<file path="config.mk">
export PLATFORM = sky130hd
export DESIGN_NAME = line_rasterizer
export DESIGN_NICKNAME = d
export VERILOG_FILES = /design/src/design/lr_pkg.sv /design/src/design/lr_cfg.sv /design/src/design/lr_seq.sv /design/src/design/lr_dp.sv /design/src/design/line_rasterizer.sv
export SDC_FILE = /design/constraint.sdc
export NUM_CORES = 1
export LEC_CHECK = 0
export BUFFER_PORTS_ARGS = -buffer_cell sky130_fd_sc_hd__buf_2
export CORE_MARGIN = 2
export CORE_UTILIZATION = 58
export CTS_CLUSTER_SIZE = 16
export DETAILED_ROUTE_END_ITERATION = 8
export PLACE_DENSITY_LB_ADDON = 0.05
export SLEW_MARGIN = 20
export SYNTH_ARGS = -nofsm -noshare
export SYNTH_HDL_FRONTEND = slang
export SYNTH_SLANG_ARGS = --single-unit
</file>
<file path="constraint.sdc">
create_clock -name clk -period 6.6 [get_ports clk]
set_clock_uncertainty 0.05 [all_clocks]
set_input_delay 0.33 -clock clk [delete_from_list [all_inputs] [get_ports clk]]
set_output_delay 0.33 -clock clk [all_outputs]
set_load 0.03 [all_outputs]
</file>
<file path="src/design/lr_pkg.sv">
`timescale 1ns / 1ps
package lr_pkg;

	localparam int MAX_SIDE   = 64;
	localparam int MAX_PIXELS = 64;
	localparam int COORD_W    = 6;
	localparam int SIDE_W     = 7;
	localparam int CNT_W      = $clog2(MAX_PIXELS);
	localparam int PC_W       = 2;

	localparam logic [SIDE_W-1:0] SIDE_RESET = SIDE_W'(MAX_SIDE);

	typedef struct packed {
		logic [COORD_W-1:0] start_x;
		logic [COORD_W-1:0] start_y;
		logic [COORD_W-1:0] end_x;
		logic [COORD_W-1:0] end_y;
	} lr_seg_t;

	typedef struct packed {
		logic [COORD_W-1:0] pixel_x;
		logic [COORD_W-1:0] pixel_y;
		logic               last_pixel;
	} lr_pix_t;

	typedef enum logic [1:0] {
		COND_NONE,
		COND_IDLE,
		COND_DONE,
		COND_ALWAYS
	} lr_cond_t;

	// datapath controls decoded from one microcode word
	typedef struct packed {
		logic load;
		logic emit;
		logic calc;
		logic move;
	} lr_ctrl_t;

	typedef struct packed {
		logic done;
	} lr_stat_t;

	typedef struct packed {
		lr_ctrl_t          ctrl;
		lr_cond_t          cond;
		logic [PC_W-1:0]   target;
	} lr_uword_t;

	localparam logic [PC_W-1:0] STEP_WAIT = 2'd0;
	localparam logic [PC_W-1:0] STEP_EMIT = 2'd1;
	localparam logic [PC_W-1:0] STEP_CALC = 2'd2;
	localparam logic [PC_W-1:0] STEP_MOVE = 2'd3;

	// microprogram rom
	function automatic lr_uword_t lr_ucode(input logic [PC_W-1:0] pc);
		lr_uword_t w;
		w = '0;
		case (pc)
			STEP_WAIT: begin
				w.ctrl.load = 1'b1;
				w.cond      = COND_IDLE;
				w.target    = STEP_WAIT;
			end
			STEP_EMIT: begin
				w.ctrl.emit = 1'b1;
				w.cond      = COND_DONE;
				w.target    = STEP_WAIT;
			end
			STEP_CALC: begin
				w.ctrl.calc = 1'b1;
				w.cond      = COND_NONE;
				w.target    = STEP_WAIT;
			end
			STEP_MOVE: begin
				w.ctrl.move = 1'b1;
				w.cond      = COND_ALWAYS;
				w.target    = STEP_EMIT;
			end
			default: begin
				w = '0;
			end
		endcase
		return w;
	endfunction

endpackage

</file>
<file path="src/design/lr_cfg.sv">
`timescale 1ns / 1ps
module lr_cfg
	import lr_pkg::*;
(
	input  logic                clk,
	input  logic                arst_n,
	input  logic                psel,
	input  logic                penable,
	input  logic                pwrite,
	input  logic [2:0]          paddr,
	input  logic [31:0]         pwdata,
	output logic [31:0]         prdata,
	output logic                pready,
	output logic [SIDE_W-1:0]   side
);

	logic [SIDE_W-1:0] grid_side_q;
	logic              hit;

	assign hit    = (paddr[2] == 1'b0);
	assign pready = 1'b1;

	always_ff @(posedge clk or negedge arst_n) begin
		if (!arst_n) begin
			grid_side_q <= SIDE_RESET;
		end else if (psel && penable && pwrite && hit) begin
			grid_side_q <= pwdata[SIDE_W-1:0];
		end
	end

	assign prdata = hit ? {{(32-SIDE_W){1'b0}}, grid_side_q} : 32'd0;

	// zero acts as one, anything above the grid max saturates
	always_comb begin
		if (grid_side_q == '0) begin
			side = SIDE_W'(1);
		end else if (grid_side_q > SIDE_W'(MAX_SIDE)) begin
			side = SIDE_W'(MAX_SIDE);
		end else begin
			side = grid_side_q;
		end
	end

endmodule

</file>
<file path="src/design/lr_seq.sv">
`timescale 1ns / 1ps
module lr_seq
	import lr_pkg::*;
(
	input  logic     clk,
	input  logic     arst_n,
	input  logic     start,
	input  lr_stat_t stat,
	output lr_ctrl_t ctrl,
	output logic     busy
);

	logic [PC_W-1:0] pc_q;
	lr_uword_t       uw;
	logic            take;

	assign uw   = lr_ucode(pc_q);
	assign busy = (pc_q != STEP_WAIT);

	always_comb begin
		case (uw.cond)
			COND_NONE:   take = 1'b0;
			COND_IDLE:   take = !start;
			COND_DONE:   take = stat.done;
			COND_ALWAYS: take = 1'b1;
			default:     take = 1'b0;
		endcase
	end

	always_comb begin
		ctrl      = uw.ctrl;
		ctrl.load = uw.ctrl.load & start;
	end

	always_ff @(posedge clk or negedge arst_n) begin
		if (!arst_n) begin
			pc_q <= STEP_WAIT;
		end else if (take) begin
			pc_q <= uw.target;
		end else begin
			pc_q <= pc_q + PC_W'(1);
		end
	end

endmodule

</file>
<file path="src/design/lr_dp.sv">
`timescale 1ns / 1ps
module lr_dp
	import lr_pkg::*;
(
	input  logic              clk,
	input  logic              arst_n,
	input  lr_ctrl_t          ctrl,
	input  lr_seg_t           seg,
	input  logic [SIDE_W-1:0] side,
	output lr_stat_t          stat,
	output lr_pix_t           pix,
	output logic              pix_valid
);

	// walk coordinates carry a guard bit and a sign
	logic signed [7:0]          walk_x_q, walk_y_q;
	logic [COORD_W-1:0]         goal_x_q, goal_y_q;
	logic signed [7:0]          span_x_q, span_y_q;
	logic                       step_x_negative_q, step_y_negative_q;
	logic [CNT_W-1:0]           count_q;
	logic signed [15:0]         pa_q, pb_q, pc_q, pd_q;
	lr_pix_t                    pix_q;
	logic                       valid_q;

	logic signed [15:0] ix, iy, rx, ry, dx16, dy16;
	logic signed [15:0] e1, e2, e3, d1, d2, d3;
	logic signed [7:0]  ix8, iy8, nx, ny;
	logic signed [7:0]  dx_in, dy_in;
	logic               at_goal, done;
	logic [COORD_W-1:0] cx, cy;

	assign dx_in = $signed({2'b00, seg.end_x}) - $signed({2'b00, seg.start_x});
	assign dy_in = $signed({2'b00, seg.end_y}) - $signed({2'b00, seg.start_y});

	assign ix8 = step_x_negative_q ? -8'sd1 : 8'sd1;
	assign iy8 = step_y_negative_q ? -8'sd1 : 8'sd1;
	assign ix  = 16'(ix8);
	assign iy  = 16'(iy8);
	assign dx16 = 16'(span_x_q);
	assign dy16 = 16'(span_y_q);
	assign rx = $signed({10'd0, goal_x_q}) - 16'(walk_x_q);
	assign ry = $signed({10'd0, goal_y_q}) - 16'(walk_y_q);

	assign at_goal = (walk_x_q == $signed({2'b00, goal_x_q}))
		&& (walk_y_q == $signed({2'b00, goal_y_q}));
	assign done = at_goal || (count_q == CNT_W'(MAX_PIXELS - 1));
	assign stat.done = done;

	function automatic logic [COORD_W-1:0] clamp(input logic signed [7:0] v,
		input logic [SIDE_W-1:0] s);
		logic [COORD_W-1:0] r;
		if (v < 0) begin
			r = '0;
		end else if ({1'b0, v[6:0]} >= {1'b0, s}) begin
			r = COORD_W'(s - SIDE_W'(1));
		end else begin
			r = v[COORD_W-1:0];
		end
		return r;
	endfunction

	assign cx = clamp(walk_x_q, side);
	assign cy = clamp(walk_y_q, side);

	// absolute cross-product errors for x, y and diagonal moves
	assign d1 = pa_q - pb_q;
	assign d2 = pc_q - pd_q;
	assign d3 = pa_q - pd_q;
	assign e1 = (d1 < 0) ? -d1 : d1;
	assign e2 = (d2 < 0) ? -d2 : d2;
	assign e3 = (d3 < 0) ? -d3 : d3;

	always_comb begin
		nx = walk_x_q;
		ny = walk_y_q;
		if (e1 < e2) begin
			nx = walk_x_q + ix8;
			if (e3 <= e1) ny = walk_y_q + iy8;
		end else begin
			ny = walk_y_q + iy8;
			if (e3 <= e2) nx = walk_x_q + ix8;
		end
	end

	always_ff @(posedge clk) begin
		if (ctrl.load) begin
			walk_x_q          <= $signed({2'b00, seg.start_x});
			walk_y_q          <= $signed({2'b00, seg.start_y});
			goal_x_q          <= seg.end_x;
			goal_y_q          <= seg.end_y;
			span_x_q          <= dx_in;
			span_y_q          <= dy_in;
			step_x_negative_q <= dx_in < 0;
			step_y_negative_q <= dy_in < 0;
			count_q           <= '0;
		end
		if (ctrl.emit) begin
			count_q           <= count_q + CNT_W'(1);
			pix_q.pixel_x     <= cx;
			pix_q.pixel_y     <= cy;
			pix_q.last_pixel  <= done;
		end
		if (ctrl.calc) begin
			pa_q <= 16'(dy16 * (rx - ix));
			pb_q <= 16'(dx16 * ry);
			pc_q <= 16'(dy16 * rx);
			pd_q <= 16'(dx16 * (ry - iy));
		end
		if (ctrl.move) begin
			walk_x_q <= nx;
			walk_y_q <= ny;
		end
	end

	always_ff @(posedge clk or negedge arst_n) begin
		if (!arst_n) begin
			valid_q <= 1'b0;
		end else begin
			valid_q <= ctrl.emit;
		end
	end

	assign pix       = pix_q;
	assign pix_valid = valid_q;

endmodule

</file>
<file path="src/design/line_rasterizer.sv">
`timescale 1ns / 1ps
// channel   direction  handshake                     payload
// segment   in         start && !busy                seg (lr_seg_t)
// pixel     out        pix_valid, one cycle          pix (lr_pix_t)
// config    in         apb write, psel&penable&pwrite  grid_side at byte 0
//
// each pixel but the last takes three microcode steps (emit, multiply, move),
// the last only its emit; busy stays high until the last emit of a segment
// (at most 64 pixels), then the wait step takes the next request
// the pixel appears on pix in the cycle after its emit step; a new segment can
// start while the last pixel of the previous one is still showing
// reset clears the step counter and the output strobe, grid_side resets to 64
// results cannot be stalled
module line_rasterizer
	import lr_pkg::*;
(
	input  logic        clk,
	input  logic        arst_n,
	input  logic        start,
	output logic        busy,
	input  lr_seg_t     seg,
	output lr_pix_t     pix,
	output logic        pix_valid,
	input  logic        psel,
	input  logic        penable,
	input  logic        pwrite,
	input  logic [2:0]  paddr,
	input  logic [31:0] pwdata,
	output logic [31:0] prdata,
	output logic        pready
);

	lr_ctrl_t          ctrl;
	lr_stat_t          stat;
	logic [SIDE_W-1:0] side;

	lr_cfg u_cfg (
		.clk     (clk),
		.arst_n  (arst_n),
		.psel    (psel),
		.penable (penable),
		.pwrite  (pwrite),
		.paddr   (paddr),
		.pwdata  (pwdata),
		.prdata  (prdata),
		.pready  (pready),
		.side    (side)
	);

	lr_seq u_seq (
		.clk    (clk),
		.arst_n (arst_n),
		.start  (start),
		.stat   (stat),
		.ctrl   (ctrl),
		.busy   (busy)
	);

	lr_dp u_dp (
		.clk       (clk),
		.arst_n    (arst_n),
		.ctrl      (ctrl),
		.seg       (seg),
		.side      (side),
		.stat      (stat),
		.pix       (pix),
		.pix_valid (pix_valid)
	);

endmodule
</file>
* After elaboration in Yosys (flattened, before gate mapping) *
Index checks and enable logic that the tools add are counted.

storage, ports and cells
  flip-flop bits (word level) = 137
  latch bits = 0
  memory bits (writable) = 0
  memory bits (read-only) = 0
  output and inout port bits = 48
  word-level logic and storage cells = 107
  memories = 0

cells by class
  add/sub/neg operators = 17
  multipliers = 4
  div/mod/pow operators = 0
  $lt $le $gt $ge = 13
  equality and inequality tests = 11
  shift-type cells = 0
  mux-type cells = 27
  bitwise gates (word level) = 2
  reduce and logical (&&, ||, !) cells = 14

operator list
  kind                                                          count
  two-way mux 8 bit                                             10
  less-than comparator 16 x 1 -> 1 bit (second input constant)  3
  two-way mux 16 bit                                            3
  negation 16 bit                                               3
  subtractor 16 bit                                             3
  less-or-equal comparator 16 bit                               2
  multiplier 7 x 10 -> 16 bit                                   2
  multiplier 7 x 9 -> 16 bit                                    2
  two-way mux 6 bit                                             4
  two-way mux 7 bit                                             3
  subtractor 9 x 8 -> 10 bit                                    2
  subtractor 7 x 8 -> 9 bit                                     2
  adder 8 bit                                                   2
  equality test 8 x 7 -> 1 bit                                  2
  less-than comparator 16 bit                                   1
  less-than comparator 8 x 1 -> 1 bit (second input constant)   2
  case mux 4 bit (4 select lines)                               1
  greater-or-equal comparator 7 bit                             2
  less-than comparator 7 x 1 -> 1 bit (second input constant)   2
  subtractor 6 x 6 -> 7 bit                                     2
  equality test 2 bit (second input constant)                   4
  greater-than comparator 7 bit (second input constant)         1
  zero test 7 bit                                               1
  adder 6 x 1 -> 6 bit (second input constant)                  1
  other kinds (17)                                              28

* Logic depth before layout (Yosys ltp) *
Gate-level depths: netlist of the first run.

  word-level depth = 7
  depth in mapped cells = 30
  depth with buffers taken out = 30

* Cells and area by module *
From an unflattened synthesis of the first run, not the netlist that was laid out.

second synthesis, totals
  cells, all modules = 2266
  area total of the unflattened synthesis = 21254.1 um2

by module, submodules not included
  module  instances  cells an instance  area each (um2)  sequential area each (um2)
  lr_dp   1          2190               20458.4          3778.6
  lr_cfg  1          59                 606.8            176.4
  lr_seq  1          17                 188.9            50.0

* Worst setup path after synthesis of the first run *
Ideal clock, no wire load.

  path kind = register to register
  start point = register u_dp.step_x_negative_q
  end point = register u_dp.pa_q[15] (data pin)
  arrival = 6481 ps
  data required time = 6290 ps
  path slack = -191 ps
  stages on the path, launching flop included = 28
  path buffers = 1
  period minus slack after synthesis = 6791 ps
  path through = edfxtp_1 > buf_1 > clkinv_1 > fa_1 > nand2_1 > nand2_1 > a21oi_1 > o21bai_1 > a21oi_1 > xnor2_1 > and2_1 > fa_1 > inv_1 > fa_1 > inv_1 > fa_1 > inv_1 > fa_1 > inv_1 > ha_1 > inv_1 > o21bai_1 > a21oi_1 > nor2b_1 > o2111ai_1 > nand3_1 > o41a_1 > xnor2_1

between the ends
  word-level cells in the longest chain between the ends = 3

ends and longest elaborated chain
  element                      line          RTL
  from (decl)                  lr_dp.sv:19   logic step_x_negative_q, step_y_negative_q;
  from (signal assigned)       lr_dp.sv:93   step_x_negative_q <= dx_in < 0;
  two-way mux 8 bit            lr_dp.sv:35   assign ix8 = step_x_negative_q ? -8'sd1 : 8'sd1;
  subtractor 9 x 8 -> 10 bit   lr_dp.sv:104  pa_q <= 16'(dy16 * (rx - ix));
  multiplier 7 x 10 -> 16 bit  lr_dp.sv:104
  to (signal assigned)         lr_dp.sv:104
  to (decl)                    lr_dp.sv:21   logic signed [15:0] pa_q, pb_q, pc_q, pd_q;

No other way between the ends.
A chain may end at the register's enable or synchronous reset.

* Final worst setup path of the first run *
  start point = register u_dp.walk_x_q[0]
  end point = register u_dp.pa_q[15] (data pin)

between the ends
  word-level cells in the longest chain between the ends = 3

ends and longest elaborated chain
  element                      line          RTL
  from (decl)                  lr_dp.sv:16   logic signed [7:0] walk_x_q, walk_y_q;
  from (signal assigned)       lr_dp.sv:87   walk_x_q <= $signed({2'b00, seg.start_x});
  from (signal assigned)       lr_dp.sv:110  walk_x_q <= nx;
  subtractor 7 x 8 -> 9 bit    lr_dp.sv:41   assign rx = $signed({10'd0, goal_x_q}) - 16'(walk_x_q);
  subtractor 9 x 8 -> 10 bit   lr_dp.sv:104
  multiplier 7 x 10 -> 16 bit  lr_dp.sv:104

No other way between the ends.

==> results.json, run 1 <==
{
  "r2r_slack_ps": 40,
  "worst_setup_path_start_kind": "flip-flop",
  "crit_fanout": 3,
  "rr_endpoint": "u_dp.pa_q[15]",
  "drc_errors": 0,
  "grt_setup_unrepaired": "yes",
  "nets": 3002,
  "hold_start": "seg[2]",
  "via_per_inst": 5.51,
  "clk_latency_ps": 440,
  "finalWirelength_um": 49600,
  "slew_headroom_pct": 42.5,
  "drt_iter0_drc": 687,
  "yosysUniqueCellTypes": 75,
  "dpl_cell_area_um2": 22500,
  "pre_cts_slack_ps": -183,
  "place_inst": 2848,
  "crit_arrival_ps": 6700,
  "period_minus_slack_ps": 6560,
  "grt_pass1_wl_um": 80200,
  "antenna_found_initial": 0,
  "synth_top_flop_cell": "edfxtp_1",
  "finalSetupViolCount": 0,
  "htree_levels": 4,
  "area_growth_pct": 12.3,
  "numCtsBuffers": 17,
  "synth.avg_cell_area_um2": 9.32,
  "ys_warn_count": 0,
  "syn-instance-count": 2283,
  "layout-drive-gt1-share_pct": 13.5,
  "reg2reg_depth": 29,
  "end_kind": "flip-flop",
  "stdcell_count": 2907,
  "cpLargestDelayFamily": "adder cells",
  "maxSlewViolCount": 0,
  "wl_per_cell_um": 17.0,
  "critPathSlowestCell": "fa_2",
  "grt_pass1_vias": 16300,
  "diodes": 0,
  "grt_max_degree": 65,
  "synth_edf_count": 125,
  "numPortBuffers": 59,
  "hold_viol": 0,
  "holdPathStages": 1,
  "synthArstFlopShare_pct": 7.41,
  "ios": 113,
  "worst_pin_slew_ps": 862,
  "globalRouteOverflowTotal": 0,
  "root_buffer": "clkbuf_16",
  "cts_buffer_depth": 2,
  "initial_utilization_pct": 58.5,
  "cts_tree": "built",
  "hold_path_class": "input port to flip-flop",
  "ys_ff_latch": 135,
  "outcome": "complete, no violations",
  "period_share_pct": 99.4,
  "min_to": "u_dp.goal_y_q[2]",
  "final_cell_area_um2": 23900,
  "ant_nets": 0,
  "worstPathRequired_ps": 6740,
  "syn_area_um2": 21300,
  "hpwl_um": 40800,
  "crit_buf_inv": 7,
  "slowest_delay_ps": 580,
  "die_area_um2": 38200,
  "die_h_um": 195,
  "gp_congestion": 0.907,
  "fin_hold_ws_ps": 47.9,
  "via_count": 16000,
  "yosysSeqAreaShare_pct": 18.8,
  "rows": 70,
  "core_area_um2": 36300,
  "worst_slack_ps": 36.7,
  "grt_use_total_pct": 26.5,
  "firstDrtPassIters": 5,
  "drv_cap": 0,
  "clock-sinks": 135,
  "max_clock_freq_mhz": 152,
  "fp.dieW_um": 195,
  "cts.clk_slew.worst_paths_ps": 70,
  "path_class": "flip-flop to flip-flop",
  "cpMostUsedCell": "fa_1",
  "r2r-start": "u_dp.walk_x_q[0]"
}
-- worst reg2reg max path, delay by kind of cell (launching register included) --
kind                       cells  cell delay, ps
adders and majority gates      8            3440
buffers and inverters          7             440
AOI/OAI and AO/OA              7            1270
xor gates and xnor gates       2             200
DFF                            1             400
and+or+nand+nor                5             490
-- routing by layer --
metal,vias up,wire (µm),track usage [%]
li1,7811,-,-
met2,274,24900,46.8
met1,7884,22100,34.9
met5,-,0,0
met4,0,1070,7.69
met3,55,1550,2.37
-- worst max path at each step --
stage | start | end | slack (ps) | cells past startpoint
after CTS | u_dp.walk_x_q[1] | u_dp.pa_q[15] | -20 | 28
after detailed placement | u_dp.walk_x_q[0] | u_dp.pa_q[15] | -180 | 28
after global placement | u_dp.walk_x_q[0] | u_dp.pa_q[15] | -60 | 28
after floorplan | u_dp.walk_x_q[1] | u_dp.pa_q[15] | -20 | 28
final | u_dp.walk_x_q[0] | u_dp.pa_q[15] | 40 | 29
after global routing | u_dp.walk_x_q[0] | u_dp.pa_q[15] | -220 | 29
-- sequential cells by signal, indices dropped and copies added, names as in the netlist --
name                    flops
u_cfg.grid_side_q           7
u_dp.count_q                6
u_dp.goal_x_q               6
u_dp.goal_y_q               6
u_dp.pa_q                  16
u_dp.pb_q                  16
u_dp.pc_q                  16
u_dp.pd_q                  16
u_dp.pix                   13
u_dp.pix_valid              1
u_dp.span_x_q               6
u_dp.span_y_q               6
u_dp.step_x_negative_q      1
u_dp.step_y_negative_q      1
u_dp.walk_x_q               8
u_dp.walk_y_q               8
u_seq.pc_q                  2
-- area by class of cell --
| type | count | area (µm²) |
|---|---|---|
| Clock buffer | 18 | 429 |
| Clock inverter | 14 | 129 |
| Fill cell | 3022 | 12500 |
| Inverter | 344 | 1290 |
| Multi-Input combinational cell | 1761 | 16300 |
| Sequential cell | 135 | 4010 |
| Tap cell | 468 | 586 |
| Timing Repair Buffer | 167 | 1120 |
-- timing repair --
action                                 4_1_cts  5_1_grt
setup buffers                                2       24
setup endpoints to repair                    6       12
hold buffers                                 1        0
endpoints found under the hold margin       10        0
resized for setup                           10      110
pin swaps                                    1       80
-- kinds of logic (layout without fill, tap and decap cells) --
| kind of cell | count (synthesis) | after routing | synth area share [%] |
|---|---|---|---|
| AND/OR/NAND/NOR | 634 | 634 | 15.3 |
| other | 2 | 26 | 0.0353 |
| XOR/XNOR | 217 | 217 | 8.94 |
| buffers and inverters | 411 | 543 | 7.72 |
| AO/OA/AOI/OAI | 352 | 352 | 10.8 |
| multiplexers | 21 | 21 | 1.05 |
| flip-flops | 135 | 135 | 18.8 |
| adder cells (fa/ha/maj) | 511 | 511 | 37.4 |
-- synth_stat cells (9+ instances only) --
library cell,instances,area [µm²]
xnor2_1,136,1190
o21a_1,14,105
or2_2,10,62.6
ha_1,303,3790
or3_1,13,81.3
o21ai_0,65,325
nor2_1,126,473
nor2b_1,66,413
mux2i_1,11,110
edfxtp_1,125,3750
inv_1,342,1280
fa_1,208,4160
and2_1,141,882
clkbuf_1,38,143
nand3_1,29,145
nand2b_1,29,181
a21oi_1,106,531
dfrtp_1,9,225
a21o_1,51,383
mux2_2,10,113
a211oi_1,10,75.1
o21bai_1,24,180
nand4_1,10,62.6
buf_4,26,195
nand2_1,148,556
nor3_1,33,165
xor2_1,81,709
-- stage by stage --
| stage | util (%) | setup TNS, ps |
|---|---|---|
| floorplan | - | -19.7 |
| global placement | 62.0 | -57.0 |
| detailed placement | 62.0 | -311 |
| CTS | 63.7 | -24.1 |
| global route | 65.7 | -490 |
| finish | 65.7 | 0 |
-- placed cells by master, fill, tap and decap left out, types with 28 or more instances in the layout --
master,n
a21o_1,51
a21oi_1,90
and2_1,138
buf_2,59
buf_4,105
edfxtp_1,125
fa_1,202
ha_1,276
inv_1,331
nand2_1,144
nand2b_1,29
nand3_1,28
nor2_1,123
nor2b_1,61
nor3_1,33
o21ai_0,56
xnor2_1,126
xor2_1,74
Power of run 1 is left out: the tool's default activity adds up to more than one toggle a clock period on the data nets, which glitch-free logic cannot reach.
==> run 2: changes to the inputs <==
--- a/config.mk
+++ b/config.mk
@@ -11,6 +11,7 @@
 export CTS_CLUSTER_SIZE = 16
 export DETAILED_ROUTE_END_ITERATION = 8
 export PLACE_DENSITY_LB_ADDON = 0.05
+export RECOVER_POWER = 100
 export SLEW_MARGIN = 20
 export SYNTH_ARGS = -nofsm -noshare
 export SYNTH_HDL_FRONTEND = slang
==> results.json, run 2 (synthesis gave the netlist of run 1 again) <==
{
  "outcome": "complete, no violations",
  "grt_use_total_pct": 26.5,
  "crit_buf_inv": 7,
  "drc_errors": 0,
  "stdcell_count": 2907,
  "slew_headroom_pct": 42.6,
  "period_share_pct": 99.4,
  "ios": 113,
  "numPortBuffers": 59,
  "reg2reg_depth": 29,
  "hold_path_class": "input port to flip-flop",
  "crit_arrival_ps": 6700,
  "finalSetupViolCount": 0,
  "ant_nets": 0,
  "hpwl_um": 40800,
  "crit_fanout": 3,
  "diodes": 0,
  "htree_levels": 4,
  "layout-drive-gt1-share_pct": 12.4,
  "drt_iter0_drc": 687,
  "fp.dieW_um": 195,
  "maxSlewViolCount": 0,
  "grt_pass1_wl_um": 80200,
  "min_to": "u_cfg.grid_side_q[2]",
  "critPathSlowestCell": "fa_2",
  "fillers": 3044,
  "fin_tns_setup_ps": 0,
  "rows": 70,
  "path_class": "flip-flop to flip-flop",
  "grt_pass1_vias": 16300,
  "die_h_um": 195,
  "worst_pin_slew_ps": 861,
  "worst_setup_path_start_kind": "flip-flop",
  "max_clock_freq_mhz": 152,
  "via_per_inst": 5.50,
  "grt_max_degree": 65,
  "cpLargestDelayFamily": "adder cells",
  "worstPathRequired_ps": 6730,
  "firstDrtPassIters": 5,
  "clock-sinks": 135,
  "grt_setup_unrepaired": "yes",
  "final_util_pct": 65.6,
  "root_buffer": "clkbuf_16",
  "holdPathStages": 2,
  "clk_latency_ps": 440,
  "cts.clk_slew.worst_paths_ps": 70,
  "final_common_cell": "inv_1",
  "cts_buffer_depth": 2,
  "area_growth_pct": 12.1,
  "cpMostUsedCell": "fa_1",
  "hold_viol": 0,
  "place_inst": 2848,
  "finalWirelength_um": 49600,
  "rr_endpoint": "u_dp.pa_q[15]",
  "numCtsBuffers": 17,
  "gp_congestion": 0.907,
  "core_area_um2": 36300,
  "globalRouteOverflowTotal": 0,
  "pre_cts_slack_ps": -183,
  "r2r_slack_ps": 40,
  "end_kind": "flip-flop",
  "period_minus_slack_ps": 6560,
  "wl_per_cell_um": 17.1,
  "cts_tree": "built",
  "worst_slack_ps": 36.3,
  "r2r-start": "u_dp.walk_x_q[0]",
  "hold_start": "pwdata[2]",
  "via_count": 16000,
  "drv_cap": 0,
  "antenna_found_initial": 0,
  "final_cell_mix": "inv_1, ha_1, fa_1",
  "slowest_delay_ps": 580,
  "nets": 3002,
  "die_area_um2": 38200,
  "initial_utilization_pct": 58.5
}
-- run 2: worst max path at each step --
stage          depth (start not counted)             start       endpoint  slack [ps]
3_3_place_gp                          28  u_dp.walk_x_q[0]  u_dp.pa_q[15]         -60
5_1_grt                               29  u_dp.walk_x_q[0]  u_dp.pa_q[15]        -220
6_report                              29  u_dp.walk_x_q[0]  u_dp.pa_q[15]          40
3_5_place_dp                          28  u_dp.walk_x_q[0]  u_dp.pa_q[15]        -180
2_1_floorplan                         28  u_dp.walk_x_q[1]  u_dp.pa_q[15]         -20
4_1_cts                               28  u_dp.walk_x_q[1]  u_dp.pa_q[15]         -20
-- run 2: final cells by class --
| class | count | area [µm²] | share of cell area (%) |
|---|---|---|---|
| Multi-Input combinational cell | 1761 | 16300 | 68.4 |
| Sequential cell | 135 | 4010 | 16.8 |
| Inverter | 344 | 1290 | 5.42 |
| Timing Repair Buffer | 167 | 1080 | 4.53 |
| Tap cell | 468 | 586 | 2.46 |
| Clock buffer | 18 | 429 | 1.80 |
| Clock inverter | 14 | 129 | 0.541 |
-- run 2: metal layers --
metal | track usage (%) | routed length [µm] | vias up
met3 | 2.37 | 1540 | 58
li1 | - | - | 7808
met4 | 7.69 | 1080 | 0
met1 | 34.9 | 22100 | 7859
met5 | 0 | 0 | -
met2 | 46.8 | 24800 | 275
-- run 2: what timing repair did --
action | 4_1_cts | 5_1_grt
pin swaps | 1 | 80
endpoints found under the hold margin | 10 | 0
setup endpoints to repair | 6 | 12
setup buffers | 2 | 24
hold buffers | 1 | 0
resized for setup | 10 | 110
-- run 2: metrics by stage --
step / hold slack, ps / area (µm²)
4_1_cts: 29.2 / 23100
2_1_floorplan: -15.6 / 21400
6_report: 70.6 / 23800
3_3_place_gp: 162 / 22500
3_5_place_dp: 164 / 22500
5_1_grt: 59.0 / 23800
Power of run 2 is left out for the same reason.
